**src/rtl/sib_pkg.sv**
```systemverilog
`timescale 1ns / 1ps

package sib_pkg;

    // Fixed field widths of the sample path and the configuration port.
    localparam int SAMPLE_W   = 16;
    localparam int GAIN_W     = 16;
    localparam int COEF_W     = 18;
    localparam int ORD_W      = 2;
    localparam int CFG_IDX_W  = 3;
    localparam int CFG_DATA_W = 18;

    // Binary point moves: gain Q4.12 into Q24.8, products Q.22 into Q24.8,
    // and Q24.8 into an integer sample.
    localparam int GAIN_SHIFT = 4;
    localparam int ACC_SHIFT  = 14;
    localparam int OUT_SHIFT  = 8;

    // History words go through the multiplier as a low and a high part.
    localparam int LO_W = 16;

    // Register indexes of the configuration port.
    localparam logic [CFG_IDX_W-1:0] REG_INPUT_GAIN  = 3'd0;
    localparam logic [CFG_IDX_W-1:0] REG_FILTER_ORDER = 3'd1;
    localparam logic [CFG_IDX_W-1:0] REG_FF_COEF0    = 3'd2;
    localparam logic [CFG_IDX_W-1:0] REG_FF_COEF1    = 3'd3;
    localparam logic [CFG_IDX_W-1:0] REG_FF_COEF2    = 3'd4;
    localparam logic [CFG_IDX_W-1:0] REG_FB_COEF1    = 3'd5;
    localparam logic [CFG_IDX_W-1:0] REG_FB_COEF2    = 3'd6;

    // Reset values of the registers.
    localparam logic [GAIN_W-1:0] GAIN_RESET  = 16'd4096;
    localparam logic [COEF_W-1:0] COEF0_RESET = 18'd16384;

    // Sequencer states.
    typedef enum logic [5:0] {
        S_IDLE  = 6'b000001,
        S_GAIN  = 6'b000010,
        S_MAC   = 6'b000100,
        S_DRAIN = 6'b001000,
        S_FINAL = 6'b010000,
        S_OUT   = 6'b100000
    } t_state;

    // One command to the shared multiply-accumulate unit.
    typedef struct packed {
        logic issue;   // multiply this cycle
        logic gain;    // gain times sample, result becomes x[n]
        logic xterm;   // operand is x[n] rather than a history word
        logic sub;     // subtract the product (feedback term)
        logic hi;      // high part of the operand, weight 2^16
        logic clr;     // clear the accumulator
        logic fin;     // capture y[n] from the accumulator
        logic is_y;    // history operand is an output history word
        logic dly;     // history delay index, 0 for one sample back
    } t_mac_op;

    // Handshake and commit controls from the sequencer to the top level.
    typedef struct packed {
        logic in_ready;
        logic load;    // load the output register; commit histories unless pass
        logic pass;    // result is the input sample unchanged
    } t_seq;

endpackage

```
**src/rtl/sib_ifs.sv**
```systemverilog
`timescale 1ns / 1ps

// Input sample channel.
interface sib_in_if import sib_pkg::*; ();
    logic                       valid;
    logic                       ready;
    logic                       channel;
    logic signed [SAMPLE_W-1:0] sample_in;

    modport source(output valid, output channel, output sample_in, input ready);
    modport sink(input valid, input channel, input sample_in, output ready);
endinterface

// Filtered sample channel.
interface sib_out_if import sib_pkg::*; ();
    logic                       valid;
    logic                       ready;
    logic                       channel_out;
    logic signed [SAMPLE_W-1:0] sample_out;

    modport source(output valid, output channel_out, output sample_out, input ready);
    modport sink(input valid, input channel_out, input sample_out, output ready);
endinterface

// Configuration write channel.
interface sib_cfg_if import sib_pkg::*; ();
    logic                  valid;
    logic                  ready;
    logic [CFG_IDX_W-1:0]  index;
    logic [CFG_DATA_W-1:0] data;

    modport source(output valid, output index, output data, input ready);
    modport sink(input valid, input index, input data, output ready);
endinterface

```
**src/rtl/sib_mac.sv**
```systemverilog
`timescale 1ns / 1ps

module sib_mac import sib_pkg::*; #(
    parameter int HISTORY_WIDTH = 32
) (
    input  logic                            i_clk,
    input  logic                            i_rst_n,
    input  t_mac_op                         i_op,
    input  logic signed [COEF_W-1:0]        i_coef,
    input  logic signed [SAMPLE_W-1:0]      i_sample,
    input  logic signed [HISTORY_WIDTH-1:0] i_hist,
    output logic signed [HISTORY_WIDTH-1:0] o_x,
    output logic signed [HISTORY_WIDTH-1:0] o_y
);

    localparam int HW  = HISTORY_WIDTH;
    localparam int HIW = HW - LO_W;
    localparam int BW  = (HIW > LO_W + 1) ? HIW : LO_W + 1;
    localparam int PW  = COEF_W + BW;
    localparam int AW  = HW + 21;

    logic signed [HW-1:0]  w_word;
    logic signed [HIW-1:0] w_hi;
    logic signed [LO_W:0]  w_lo;
    logic signed [BW-1:0]  w_b;
    logic signed [PW-1:0]  w_prod;
    logic signed [AW-1:0]  w_pext;
    logic signed [AW-1:0]  w_term;
    logic signed [AW-1:0]  w_gx;

    logic signed [PW-1:0]  r_prod;
    logic                  r_tv;
    logic                  r_tgain;
    logic                  r_tsub;
    logic                  r_thi;
    logic signed [AW-1:0]  r_acc;
    logic signed [HW-1:0]  r_x;
    logic signed [HW-1:0]  r_y;

    // Clamp an accumulator-wide value to the signed history range.
    function automatic logic signed [HW-1:0] f_sat(input logic signed [AW-1:0] v);
        logic fits;
        fits = (&v[AW-1:HW-1]) || !(|v[AW-1:HW-1]);
        if (fits) begin
            return v[HW-1:0];
        end
        return {v[AW-1], {(HW-1){~v[AW-1]}}};
    endfunction

    // Operand selection: sample for the gain step, else one half of a word.
    assign w_word = i_op.xterm ? r_x : i_hist;
    assign w_hi   = w_word[HW-1:LO_W];
    assign w_lo   = signed'({1'b0, w_word[LO_W-1:0]});

    always_comb begin
        if (i_op.gain) begin
            w_b = BW'(i_sample);
        end else if (i_op.hi) begin
            w_b = BW'(w_hi);
        end else begin
            w_b = BW'(w_lo);
        end
    end

    assign w_prod = i_coef * w_b;

    // Product register and the tags that travel with it.
    always_ff @(posedge i_clk) begin
        r_prod  <= w_prod;
        r_tgain <= i_op.gain;
        r_tsub  <= i_op.sub;
        r_thi   <= i_op.hi;
        if (!i_rst_n) begin
            r_tv <= 1'b0;
        end else begin
            r_tv <= i_op.issue;
        end
    end

    // Weight the registered product and form the scaled input.
    assign w_pext = AW'(r_prod);
    assign w_term = r_thi ? (w_pext <<< LO_W) : w_pext;
    assign w_gx   = AW'(r_prod >>> GAIN_SHIFT);

    // Accumulator, scaled input and result capture.
    always_ff @(posedge i_clk) begin
        if (i_op.clr) begin
            r_acc <= '0;
        end else if (r_tv && !r_tgain) begin
            if (r_tsub) begin
                r_acc <= r_acc - w_term;
            end else begin
                r_acc <= r_acc + w_term;
            end
        end
        if (r_tv && r_tgain) begin
            r_x <= f_sat(w_gx);
        end
        if (i_op.fin) begin
            r_y <= f_sat(r_acc >>> ACC_SHIFT);
        end
    end

    assign o_x = r_x;
    assign o_y = r_y;

endmodule

```
**src/rtl/sib_hist.sv**
```systemverilog
`timescale 1ns / 1ps

module sib_hist import sib_pkg::*; #(
    parameter int CHANNELS      = 2,
    parameter int MAX_ORDER     = 2,
    parameter int HISTORY_WIDTH = 32
) (
    input  logic                            i_clk,
    input  logic                            i_rst_n,
    input  logic                            i_chan,
    input  logic                            i_is_y,
    input  logic                            i_dly,
    input  logic                            i_clear,
    input  logic                            i_commit,
    input  logic signed [HISTORY_WIDTH-1:0] i_x,
    input  logic signed [HISTORY_WIDTH-1:0] i_y,
    output logic signed [HISTORY_WIDTH-1:0] o_hist
);

    logic signed [HISTORY_WIDTH-1:0] r_xh [0:CHANNELS-1][0:MAX_ORDER-1];
    logic signed [HISTORY_WIDTH-1:0] r_yh [0:CHANNELS-1][0:MAX_ORDER-1];

    // A channel above the last bank uses the last bank.
    function automatic logic f_bank_hit(input int c, input logic ch);
        if (CHANNELS == 1) begin
            return 1'b1;
        end
        return c == int'(ch);
    endfunction

    // Operand read for the current term.
    always_comb begin
        o_hist = '0;
        for (int c = 0; c < CHANNELS; c++) begin
            for (int d = 0; d < MAX_ORDER; d++) begin
                if (f_bank_hit(c, i_chan) && d == int'(i_dly)) begin
                    o_hist = i_is_y ? r_yh[c][d] : r_xh[c][d];
                end
            end
        end
    end

    // Histories: cleared on reset and on an order change, shifted on commit.
    always_ff @(posedge i_clk) begin
        if (!i_rst_n || i_clear) begin
            for (int c = 0; c < CHANNELS; c++) begin
                for (int d = 0; d < MAX_ORDER; d++) begin
                    r_xh[c][d] <= '0;
                    r_yh[c][d] <= '0;
                end
            end
        end else if (i_commit) begin
            for (int c = 0; c < CHANNELS; c++) begin
                if (f_bank_hit(c, i_chan)) begin
                    for (int d = 1; d < MAX_ORDER; d++) begin
                        r_xh[c][d] <= r_xh[c][d-1];
                        r_yh[c][d] <= r_yh[c][d-1];
                    end
                    r_xh[c][0] <= i_x;
                    r_yh[c][0] <= i_y;
                end
            end
        end
    end

endmodule

```
**src/rtl/sib_ctrl.sv**
```systemverilog
`timescale 1ns / 1ps

module sib_ctrl import sib_pkg::*; #(
    parameter int MAX_ORDER = 2
) (
    input  logic             i_clk,
    input  logic             i_rst_n,
    input  logic             i_accept,
    input  logic [ORD_W-1:0] i_order,
    input  logic             i_out_free,
    output t_mac_op          o_op,
    output t_seq             o_seq
);

    localparam int STEP_N = 2 * (2 * MAX_ORDER + 1);
    localparam int SW     = $clog2(STEP_N);

    t_state        r_state;
    t_state        n_state;
    logic [SW-1:0] r_step;
    logic [SW-1:0] n_step;
    logic          r_pass;
    logic          n_pass;
    logic [SW-1:0] w_last;
    logic [SW-2:0] w_term;
    logic          w_xterm;

    // Two steps per term: history terms first, x[n] last.
    assign w_last  = SW'({i_order, 2'b01});
    assign w_term  = r_step[SW-1:1];
    assign w_xterm = (w_term == (SW-1)'({i_order, 1'b0}));

    always_comb begin
        n_state = r_state;
        n_step  = r_step;
        n_pass  = r_pass;
        o_op    = '0;
        o_seq   = '0;
        o_seq.pass = r_pass;
        unique case (r_state)
            S_IDLE: begin
                o_seq.in_ready = 1'b1;
                if (i_accept) begin
                    n_pass  = (i_order == '0);
                    n_state = (i_order == '0) ? S_OUT : S_GAIN;
                end
            end
            S_GAIN: begin
                o_op.issue = 1'b1;
                o_op.gain  = 1'b1;
                o_op.clr   = 1'b1;
                n_step     = '0;
                n_state    = S_MAC;
            end
            S_MAC: begin
                o_op.issue = 1'b1;
                o_op.hi    = r_step[0];
                o_op.xterm = w_xterm;
                o_op.is_y  = w_term[0];
                o_op.dly   = w_term[1];
                o_op.sub   = !w_xterm && w_term[0];
                if (r_step == w_last) begin
                    n_state = S_DRAIN;
                end else begin
                    n_step = r_step + 1'b1;
                end
            end
            S_DRAIN: begin
                n_state = S_FINAL;
            end
            S_FINAL: begin
                o_op.fin = 1'b1;
                n_state  = S_OUT;
            end
            S_OUT: begin
                if (i_out_free) begin
                    o_seq.load = 1'b1;
                    n_state    = S_IDLE;
                end
            end
            default: begin
                n_state = S_IDLE;
            end
        endcase
    end

    // Sequencer registers.
    always_ff @(posedge i_clk) begin
        if (!i_rst_n) begin
            r_state <= S_IDLE;
            r_step  <= '0;
            r_pass  <= 1'b0;
        end else begin
            r_state <= n_state;
            r_step  <= n_step;
            r_pass  <= n_pass;
        end
    end

`ifndef ASSERT_OFF
    a_accept_leaves_idle: assert property (@(posedge i_clk) disable iff (!i_rst_n)
        (r_state == S_IDLE && i_accept) |=> (r_state != S_IDLE))
        else $error("accepted sample did not start processing");

    a_load_when_free: assert property (@(posedge i_clk) disable iff (!i_rst_n)
        o_seq.load |-> i_out_free)
        else $error("output register loaded while still occupied");

    a_step_in_range: assert property (@(posedge i_clk) disable iff (!i_rst_n)
        (r_state == S_MAC) |-> (r_step <= w_last))
        else $error("step counter passed the last term");

    a_gain_starts_mac: assert property (@(posedge i_clk) disable iff (!i_rst_n)
        (r_state == S_GAIN) |=> (r_state == S_MAC && r_step == '0))
        else $error("term sequence did not start at the first step");
`endif

endmodule

```
**src/rtl/stereo_iir_biquad_filter.sv**
```systemverilog
`timescale 1ns / 1ps
// With filter order N (1 or 2) a sample passes the gain step, a low and a high
// part per term, a drain step and the final capture before it is loaded into the
// output register; with order 0 it is loaded directly. A new sample is taken
// only after that load, as the single shared multiplier does every product.
// Reset (synchronous, active low) restores the register defaults and zeroes
// all histories; a write that changes filter_order zeroes them as well.

module stereo_iir_biquad_filter import sib_pkg::*; #(
    parameter int CHANNELS      = 2,
    parameter int MAX_ORDER     = 2,
    parameter int HISTORY_WIDTH = 32
) (
    input  logic       i_clk,
    input  logic       i_rst_n,
    sib_in_if.sink     i_sample,
    sib_out_if.source  o_result,
    sib_cfg_if.sink    i_cfg
);

    localparam int HW = HISTORY_WIDTH;

    logic [GAIN_W-1:0]        r_gain;
    logic [ORD_W-1:0]         r_order;
    logic signed [COEF_W-1:0] r_b0;
    logic signed [COEF_W-1:0] r_b1;
    logic signed [COEF_W-1:0] r_b2;
    logic signed [COEF_W-1:0] r_a1;
    logic signed [COEF_W-1:0] r_a2;

    logic                       r_chan;
    logic signed [SAMPLE_W-1:0] r_sample;
    logic                       r_out_valid;
    logic                       r_out_chan;
    logic signed [SAMPLE_W-1:0] r_out_sample;

    logic                       w_cfg_wr;
    logic                       w_hist_clear;
    logic                       w_accept;
    logic                       w_out_free;
    logic [ORD_W-1:0]           w_order;
    t_mac_op                    w_op;
    t_seq                       w_seq;
    logic signed [COEF_W-1:0]   w_coef;
    logic signed [HW-1:0]       w_hist;
    logic signed [HW-1:0]       w_x;
    logic signed [HW-1:0]       w_y;
    logic signed [HW-1:0]       w_ybias;
    logic signed [HW-1:0]       w_yint;
    logic signed [SAMPLE_W-1:0] w_filt;

    // Handshakes.
    assign i_cfg.ready    = 1'b1;
    assign w_cfg_wr       = i_cfg.valid && i_cfg.ready;
    assign i_sample.ready = w_seq.in_ready;
    assign w_accept       = i_sample.valid && i_sample.ready;
    assign w_out_free     = !r_out_valid || o_result.ready;

    // Orders above the built maximum act as the maximum.
    assign w_order = (r_order > ORD_W'(MAX_ORDER)) ? ORD_W'(MAX_ORDER) : r_order;

    // A change of order invalidates the stored histories.
    assign w_hist_clear = w_cfg_wr && (i_cfg.index == REG_FILTER_ORDER)
                          && (i_cfg.data[ORD_W-1:0] != r_order);

    // Configuration registers.
    always_ff @(posedge i_clk) begin
        if (!i_rst_n) begin
            r_gain  <= GAIN_RESET;
            r_order <= '0;
            r_b0    <= COEF0_RESET;
            r_b1    <= '0;
            r_b2    <= '0;
            r_a1    <= '0;
            r_a2    <= '0;
        end else if (w_cfg_wr) begin
            unique case (i_cfg.index)
                REG_INPUT_GAIN:   r_gain  <= i_cfg.data[GAIN_W-1:0];
                REG_FILTER_ORDER: r_order <= i_cfg.data[ORD_W-1:0];
                REG_FF_COEF0:     r_b0    <= i_cfg.data;
                REG_FF_COEF1:     r_b1    <= i_cfg.data;
                REG_FF_COEF2:     r_b2    <= i_cfg.data;
                REG_FB_COEF1:     r_a1    <= i_cfg.data;
                REG_FB_COEF2:     r_a2    <= i_cfg.data;
                default: begin
                end
            endcase
        end
    end

    // Input sample capture on transfer.
    always_ff @(posedge i_clk) begin
        if (w_accept) begin
            r_chan   <= i_sample.channel;
            r_sample <= i_sample.sample_in;
        end
    end

    // Coefficient for the current multiplier step.
    always_comb begin
        priority if (w_op.gain) begin
            w_coef = signed'({{(COEF_W-GAIN_W){1'b0}}, r_gain});
        end else if (w_op.xterm) begin
            w_coef = r_b0;
        end else if (w_op.is_y) begin
            w_coef = w_op.dly ? r_a2 : r_a1;
        end else begin
            w_coef = w_op.dly ? r_b2 : r_b1;
        end
    end

    sib_ctrl #(
        .MAX_ORDER (MAX_ORDER)
    ) u_ctrl (
        .i_clk      (i_clk),
        .i_rst_n    (i_rst_n),
        .i_accept   (w_accept),
        .i_order    (w_order),
        .i_out_free (w_out_free),
        .o_op       (w_op),
        .o_seq      (w_seq)
    );

    sib_mac #(
        .HISTORY_WIDTH (HISTORY_WIDTH)
    ) u_mac (
        .i_clk    (i_clk),
        .i_rst_n  (i_rst_n),
        .i_op     (w_op),
        .i_coef   (w_coef),
        .i_sample (r_sample),
        .i_hist   (w_hist),
        .o_x      (w_x),
        .o_y      (w_y)
    );

    sib_hist #(
        .CHANNELS      (CHANNELS),
        .MAX_ORDER     (MAX_ORDER),
        .HISTORY_WIDTH (HISTORY_WIDTH)
    ) u_hist (
        .i_clk    (i_clk),
        .i_rst_n  (i_rst_n),
        .i_chan   (r_chan),
        .i_is_y   (w_op.is_y),
        .i_dly    (w_op.dly),
        .i_clear  (w_hist_clear),
        .i_commit (w_seq.load && !w_seq.pass),
        .i_x      (w_x),
        .i_y      (w_y),
        .o_hist   (w_hist)
    );

    // Drop the fraction toward zero, then clamp to the sample range.
    assign w_ybias = w_y[HW-1] ? (w_y + HW'((1 << OUT_SHIFT) - 1)) : w_y;
    assign w_yint  = w_ybias >>> OUT_SHIFT;

    always_comb begin
        if ((&w_yint[HW-1:SAMPLE_W-1]) || !(|w_yint[HW-1:SAMPLE_W-1])) begin
            w_filt = w_yint[SAMPLE_W-1:0];
        end else begin
            w_filt = {w_yint[HW-1], {(SAMPLE_W-1){~w_yint[HW-1]}}};
        end
    end

    // Output register.
    always_ff @(posedge i_clk) begin
        if (!i_rst_n) begin
            r_out_valid <= 1'b0;
        end else if (w_seq.load) begin
            r_out_valid <= 1'b1;
        end else if (o_result.ready) begin
            r_out_valid <= 1'b0;
        end
        if (w_seq.load) begin
            r_out_chan   <= r_chan;
            r_out_sample <= w_seq.pass ? r_sample : w_filt;
        end
    end

    assign o_result.valid       = r_out_valid;
    assign o_result.channel_out = r_out_chan;
    assign o_result.sample_out  = r_out_sample;

endmodule
```
**src/flat_wrapper.sv**
```systemverilog
// flat-port wrapper written by rule: the top's interface ports become plain ports
module stereo_iir_biquad_filter_flat import sib_pkg::*;
#(
    parameter int CHANNELS      = 2,
    parameter int MAX_ORDER     = 2,
    parameter int HISTORY_WIDTH = 32
)
  (i_clk, i_rst_n, i_sample_valid, i_sample_channel, i_sample_sample_in, i_sample_ready, o_result_valid, o_result_channel_out, o_result_sample_out, o_result_ready, i_cfg_valid, i_cfg_index, i_cfg_data, i_cfg_ready);
  sib_in_if i_sample_i ();
  sib_out_if o_result_i ();
  sib_cfg_if i_cfg_i ();
  input  logic i_clk;
  input  logic i_rst_n;
  input wire logic [$bits(i_sample_i.valid)-1:0] i_sample_valid;
  input wire logic [$bits(i_sample_i.channel)-1:0] i_sample_channel;
  input wire logic [$bits(i_sample_i.sample_in)-1:0] i_sample_sample_in;
  output wire logic [$bits(i_sample_i.ready)-1:0] i_sample_ready;
  output wire logic [$bits(o_result_i.valid)-1:0] o_result_valid;
  output wire logic [$bits(o_result_i.channel_out)-1:0] o_result_channel_out;
  output wire logic [$bits(o_result_i.sample_out)-1:0] o_result_sample_out;
  input wire logic [$bits(o_result_i.ready)-1:0] o_result_ready;
  input wire logic [$bits(i_cfg_i.valid)-1:0] i_cfg_valid;
  input wire logic [$bits(i_cfg_i.index)-1:0] i_cfg_index;
  input wire logic [$bits(i_cfg_i.data)-1:0] i_cfg_data;
  output wire logic [$bits(i_cfg_i.ready)-1:0] i_cfg_ready;
  assign i_sample_i.valid = i_sample_valid;
  assign i_sample_i.channel = i_sample_channel;
  assign i_sample_i.sample_in = i_sample_sample_in;
  assign i_sample_ready = i_sample_i.ready;
  assign o_result_valid = o_result_i.valid;
  assign o_result_channel_out = o_result_i.channel_out;
  assign o_result_sample_out = o_result_i.sample_out;
  assign o_result_i.ready = o_result_ready;
  assign i_cfg_i.valid = i_cfg_valid;
  assign i_cfg_i.index = i_cfg_index;
  assign i_cfg_i.data = i_cfg_data;
  assign i_cfg_ready = i_cfg_i.ready;
  stereo_iir_biquad_filter #(.CHANNELS(CHANNELS), .MAX_ORDER(MAX_ORDER), .HISTORY_WIDTH(HISTORY_WIDTH)) u_core (.i_clk(i_clk), .i_rst_n(i_rst_n), .i_sample(i_sample_i), .o_result(o_result_i), .i_cfg(i_cfg_i));
endmodule
```
**config.mk**
```make
export PLATFORM = sky130hd
export DESIGN_NAME = stereo_iir_biquad_filter_flat
export DESIGN_NICKNAME = d
export VERILOG_FILES = /design/src/rtl/sib_pkg.sv /design/src/rtl/sib_ifs.sv /design/src/rtl/sib_mac.sv /design/src/rtl/sib_hist.sv /design/src/rtl/sib_ctrl.sv /design/src/rtl/stereo_iir_biquad_filter.sv /design/src/flat_wrapper.sv
export SDC_FILE = /design/constraint.sdc
export NUM_CORES = 2
export LEC_CHECK = 0
export BUFFER_PORTS_ARGS = -buffer_cell sky130_fd_sc_hd__buf_2
export CAP_MARGIN = 25
export CORE_MARGIN = 1
export CORE_UTILIZATION = 55
export CTS_CLUSTER_DIAMETER = 40
export DETAILED_ROUTE_END_ITERATION = 8
export PLACE_DENSITY = 0.71
export SLEW_MARGIN = 20
export SYNTH_ARGS = -nofsm -noshare
export SYNTH_HDL_FRONTEND = slang
export SYNTH_SLANG_ARGS = --single-unit
```
**constraint.sdc**
```tcl
create_clock -name i_clk -period 17.4 [get_ports i_clk]
set_clock_uncertainty 0.2 [all_clocks]
set_input_delay 1.74 -clock i_clk [delete_from_list [all_inputs] [get_ports i_clk]]
set_output_delay 1.74 -clock i_clk [all_outputs]
set_load 0.02 [all_outputs]
```
Yosys cells after proc, flatten, opt, wreduce, memory -nomap -nowiden
Memories as Yosys holds them, arrays and structs flattened.
Index checks and enable logic that the tools add are counted.

cells by class
  add/sub/neg operators = 4
  multiply operators = 1
  $lt $le $gt $ge = 1
  equality and inequality tests = 19
  mux-type cells = 63
  bitwise gates (word level) = 13
  reduce and logical (&&, ||, !) cells = 41

operator list
  cell                                           number
  two-way mux 32 bit                             20
  two-way mux 18 bit                             5
  adder 53 x 51 -> 53 bit                        1
  two-way mux 53 bit                             1
  subtractor 53 x 51 -> 53 bit                   1
  two-way mux 50 bit                             1
  case mux 6 bit (6 select lines)                1
  multiplier 18 x 17 -> 35 bit                   1
  two-way mux 17 bit                             2
  adder 32 x 9 -> 32 bit, second input constant  1
  two-way mux 16 bit                             2
  two-way mux 31 bit                             1
  two-way mux 6 bit                              4
  two-way mux 1 bit                              21
  AND reduction 2 bit                            9
  logical AND 1 bit                              11
  == test 3 bit, second input constant           3
  AND reduction 9 bit                            1
  OR reduction 9 bit                             1
  inequality test 2 bit, second input constant   4
  OR 1 bit                                       8
  case mux 4 bit (2 select lines)                1
  AND reduction 8 bit                            1
  OR reduction 8 bit                             1
  24 further kinds                               40

word-level totals
  register bits after elaboration = 310
  bits in writable memories = 256
  bits of input ports = 43
  memories = 2

memories
  name                words  bits a word  read ports  clocked after Yosys merged registers in  write ports  line            source
  u_core.u_hist.r_xh  2      64           2           0                                        2            sib_hist.sv:20  logic signed [HISTORY_WIDTH-1:0] r_xh [0:CHANNELS-1][0:MAX_ORDER-1];
  u_core.u_hist.r_yh  2      64           2           0                                        2            sib_hist.sv:21  logic signed [HISTORY_WIDTH-1:0] r_yh [0:CHANNELS-1][0:MAX_ORDER-1];

Depth between registers and ports, before layout
  depth after elaboration = 12
  mapped depth = 37
  mapped depth without buffers = 35

By module
A second synthesis with hierarchy kept.

second synthesis, totals
  cells, all modules = 3897
  area total of the unflattened synthesis = 40425.0 um^2

modules (own cells, without submodules)
  module                    times used  cells each  area an instance (um^2)  seq. area each (um^2)
  sib_mac                   1           2371        21553.2                  3733.6
  sib_hist                  1           675         11173.2                  7046.8
  stereo_iir_biquad_filter  1           759         6930.4                   3203.1
  sib_ctrl                  1           92          768.2                    220.2

Worst setup path before layout
Ideal clock, no wire load.

  path type = register -> register
  start = reg u_core.u_ctrl.r_state[5]
  end = reg u_core.u_mac.r_prod[34]
  library setup time = 120 ps
  arrival time = 7979 ps
  required time = 17080 ps
  path slack = 9101 ps
  stages on the path, launching flop included = 36
  cells stage by stage = dfxtp_1 nor4_2 and2_1 nand2_1 buf_2 buf_2 mux4_2 mux2i_1 a21oi_1 a21oi_1 o21ai_1 clkbuf_1 nand2_1 fa_1 inv_1 fa_1 inv_1 fa_1 inv_1 fa_1 fa_1 inv_1 fa_1 inv_1 ha_1 a21oi_1 o21ai_0 a221oi_1 o21ai_0 a21oi_1 o21ai_0 nor4_1 nor3_1 a211oi_1 a21oi_1 xnor2_1

on the way
  cells in the longest elaborated chain, start to end = 12
  elaborated cells on any way between the ends = 27

ends and longest elaborated chain
  element                            line            source
  start: declaration                 sib_ctrl.sv:18  t_state r_state;
  start signal: assignment           sib_ctrl.sv:94  r_state <= n_state;
  == test 6 x 3 -> 1 bit             sib_ctrl.sv:40  unique case (r_state)
  two-way mux 2 bit                  sib_ctrl.sv:40
  inverter 1 bit                     sib_hist.sv:36  if (f_bank_hit(c, i_chan) && d == int'(i_dly)) begin
  logical AND 1 bit                  sib_hist.sv:36
  two-way mux 32 bit (4 in series)   sib_hist.sv:36
  two-way mux 32 bit                 sib_mac.sv:51   assign w_word = i_op.xterm ? r_x : i_hist;
  two-way mux 17 bit                 sib_mac.sv:58   end else if (i_op.hi) begin
  two-way mux 17 bit                 sib_mac.sv:56   if (i_op.gain) begin
  multiplier 18 x 17 -> 35 bit (*)   sib_mac.sv:65   assign w_prod = i_coef * w_b;
  named net u_core.u_mac.w_prod[34]  sib_mac.sv:26   logic signed [PW-1:0] w_prod;
  end signal: assignment             sib_mac.sv:69   r_prod <= w_prod;
  end: declaration                   sib_mac.sv:31   logic signed [PW-1:0] r_prod;

The timed path passes the listed nets; every way through them passes the cells marked *.
A chain may end at the register's enable or synchronous reset.

Worst setup path after layout
Same ends and word-level chain as after synthesis.

==> impl_metrics.ini <==
[global_routing]
grt_pass1_wl_um = 168100
antenna_found_initial = 0
grt_usage_pct = 30.24
grt_pass1_vias = 29650
overflow = 0
grt_max_degree = 89

[setup_path]
arrival_ns = 10.72
end_kind = flop
timing.critical_path.buf_inv = 5
r2r-end = u_core.u_mac.r_prod[34]
path_common_cell = fa_1
path_delay_family = adder cells
reg2reg_depth = 33
slowest_delay_ns = 0.79
r2r_start = u_core.u_ctrl.r_state[5]
critPathKind = reg2reg
crit_path_max_fanout = 45
cp-start-kind = flop
slowest_stage = a21oi_2
cp.required_ns = 17.69
regToRegSetupSlack_ns = 6.97

[clocking]
holdBufCountCts = 0
clkLatencyLatePin_ns = 0.66
clk_pin_slew_ns = 0.05
ctsResizeCount = 0
clk_root_buffer_cell = clkbuf_16
numCtsBuffers = 88
clk_path_buf_depth = 3
htree_levels = 3
cts.sinks = 561
post-cts-setup-buffers = 0
cts_tree = done

[cells_and_area]
seq_area_um2 = 14100
fillCellCount = 5855
fin_util_pct = 61.83
antenna_cells = 0
syn_to_final_growth_pct = 11.10
multi_input_area_um2 = 22840
drive_above_1_share_pct = 9.150
fin_nets = 4555
fin_cells = 5071

[timing]
setup_viol = 0
fmax_mhz = 95.91
hold_viol_final = 0
relSlewSlack_pct = 22.74
rsz0062_at_grt = false
slew_violations = 0
tns_ns = 0
finalCriticalPeriod_ns = 10.43
worstMarginPinSlew_ns = 1.159
post-route-period-util_pct = 59.92

[pwr]
power_w = 0.004060
p_leak_nw = 18.80
power.density_nw_per_um2 = 93.61
peakVddDrop_uv = 79.95

[route]
remaining_drc_errors = 0
routed_wl_um = 105800
drt_iter0_drc = 3033
vias_per_cell = 5.915
drtPass1Iterations = 6
detail_route.wl_per_cell_um = 20.86
num_vias = 29990
ant_nets = 0

[synth]
synth_edf_count = 286
ys_warn_count = 0
synth_cell_types = 77
yosysSeqAreaShare_pct = 36.10
synthFlopType = edfxtp_1
synth-async-reset-ratio_pct = 0
syn_inst = 4057
ys_ff_latch = 561
syn_area_um2 = 39040
syn_avg_cell_area_um2 = 9.623
synth_nets = 4554

[worst_hold_path]
min_from = u_core.u_mac.r_acc[7]
min_to = u_core.u_mac.r_acc[7]
min_path_cells = 2
holdCritPathClass = reg2reg

[place]
gp_congestion = 0.9165
dp_hpwl_um = 74640
place_inst = 4902
numPortBuffers = 61

[floorplanning]
die_area_um2 = 72050
core_um2 = 70150
io_pins = 63
fp.dieH_um = 268.4
rows = 97
start_util_pct = 55.65
fp.dieW_um = 268.4

[outcome]
outcome = complete, no violations

[job]
cap_violations = 0
## flip-flops by register name, summed over array words and instances (netlist names), 18 cells and up
name,cells
u_core.u_hist.r_yh,128
u_core.u_hist.r_xh,124
u_core.u_mac.r_acc,53
u_core.u_mac.r_prod,35
u_core.u_mac.o_y,32
u_core.u_mac.o_x,31
u_core.r_a1,18
u_core.r_a2,18
u_core.r_b0,18
u_core.r_b1,18
u_core.r_b2,18
## worst min-delay path, cell delays in order (launching register included)
cell and delay [ns]:
dfxtp_1 0.31, nand2_1 0.05, a21oi_1 0.05
## worst max path at each step
stage	depth (start not counted)	to	from
final	33	u_core.u_mac.r_prod[34]	u_core.u_ctrl.r_state[5]
after floorplan	35	u_core.u_mac.r_prod[34]	u_core.u_ctrl.r_state[5]
after CTS	33	u_core.u_mac.r_prod[34]	u_core.u_ctrl.r_state[5]
after global routing	33	u_core.u_mac.r_prod[34]	u_core.u_ctrl.r_state[5]
after global placement	33	u_core.u_mac.r_prod[34]	u_core.u_ctrl.r_state[0]
after detailed placement	33	u_core.u_mac.r_prod[34]	u_core.u_ctrl.r_state[0]
## through the flow
stage / hold WS [ns] / setup WS (ns) / instance area [um^2]
floorplan: 0.2064 / 9.101 / 39040
global placement: 0.2454 / 7.314 / 40200
detailed placement: 0.2488 / 7.124 / 40220
CTS: 0.2561 / 6.966 / 43290
global route: 0.2721 / 6.232 / 43370
finish: 0.2556 / 6.973 / 43370
## routing by layer
layer	track usage (%)	vias up	part of all wire, %
met5	0	-	0
met1	41.68	14700	42
li1	-	13700	-
met3	5.005	234	9.0
met4	12.90	0	4.0
met2	47.41	1359	45
## synthesized netlist by cell type (39+ instances only)
master    number  share of area, %
a21boi_0     111               2.1
a21o_1        54               1.0
a21oi_1      240               3.1
a22o_1        63               1.4
and2_1       160               2.6
and3_1        80               1.3
clkbuf_1     173               1.7
dfxtp_1      275                14
edfxtp_1     286                22
fa_1         313                16
ha_1         141               4.5
inv_1        360               3.5
mux2i_1       68               1.7
mux4_2        56               3.2
nand2_1      642               6.2
nand3_1       86               1.1
nor2_1       319               3.1
nor3_1        39              0.50
o21ai_0       88               1.1
xnor2_1       79               1.8
xor2_1        66               1.5
## layout make-up
cell class                      instances  area share, %
Clock buffer                          110          5.528
Tap cell                              940          2.712
Sequential cell                       561          32.50
Inverter                              361          3.130
Multi-Input combinational cell       2920          52.66
Timing Repair Buffer                  126          1.924
Clock inverter                         53          1.541
## cell usage in the layout (no fill, tap or decap), types with 80 or more instances in the layout
cell / instances
nand2_1: 641
inv_1: 359
nor2_1: 317
fa_1: 313
edfxtp_1: 286
dfxtp_1: 273
a21oi_1: 239
and2_1: 159
ha_1: 141
a21boi_0: 111
clkbuf_16: 90
o21ai_0: 88
nand3_1: 84
and3_1: 80
## report_power, final
group / total, W / switching, W / leakage (nW) / internal (W)
sequential: 0.00154 / 0.0000757 / 5.09 / 0.00147
clock: 0.00180 / 0.000685 / 1.47 / 0.00112
combinational: 0.000718 / 0.000444 / 12.2 / 0.000274
total: 0.00406 / 0.00121 / 18.8 / 0.00285
## cell families (layout without fill, tap and decap cells)
| group | Yosys count | after routing | share of synthesized area, % |
|---|---|---|---|
| fa+ha+maj | 454 | 454 | 20.57 |
| compound gates | 723 | 723 | 12.13 |
| flops | 561 | 561 | 36.10 |
| mux | 129 | 129 | 5.118 |
| buf+inv | 576 | 650 | 5.631 |
| other cells | 1 | 1 | 0.009606 |
| xor+xnor | 145 | 145 | 3.253 |
| simple gates | 1468 | 1468 | 17.19 |
Power figures use the tool's default switching activity.
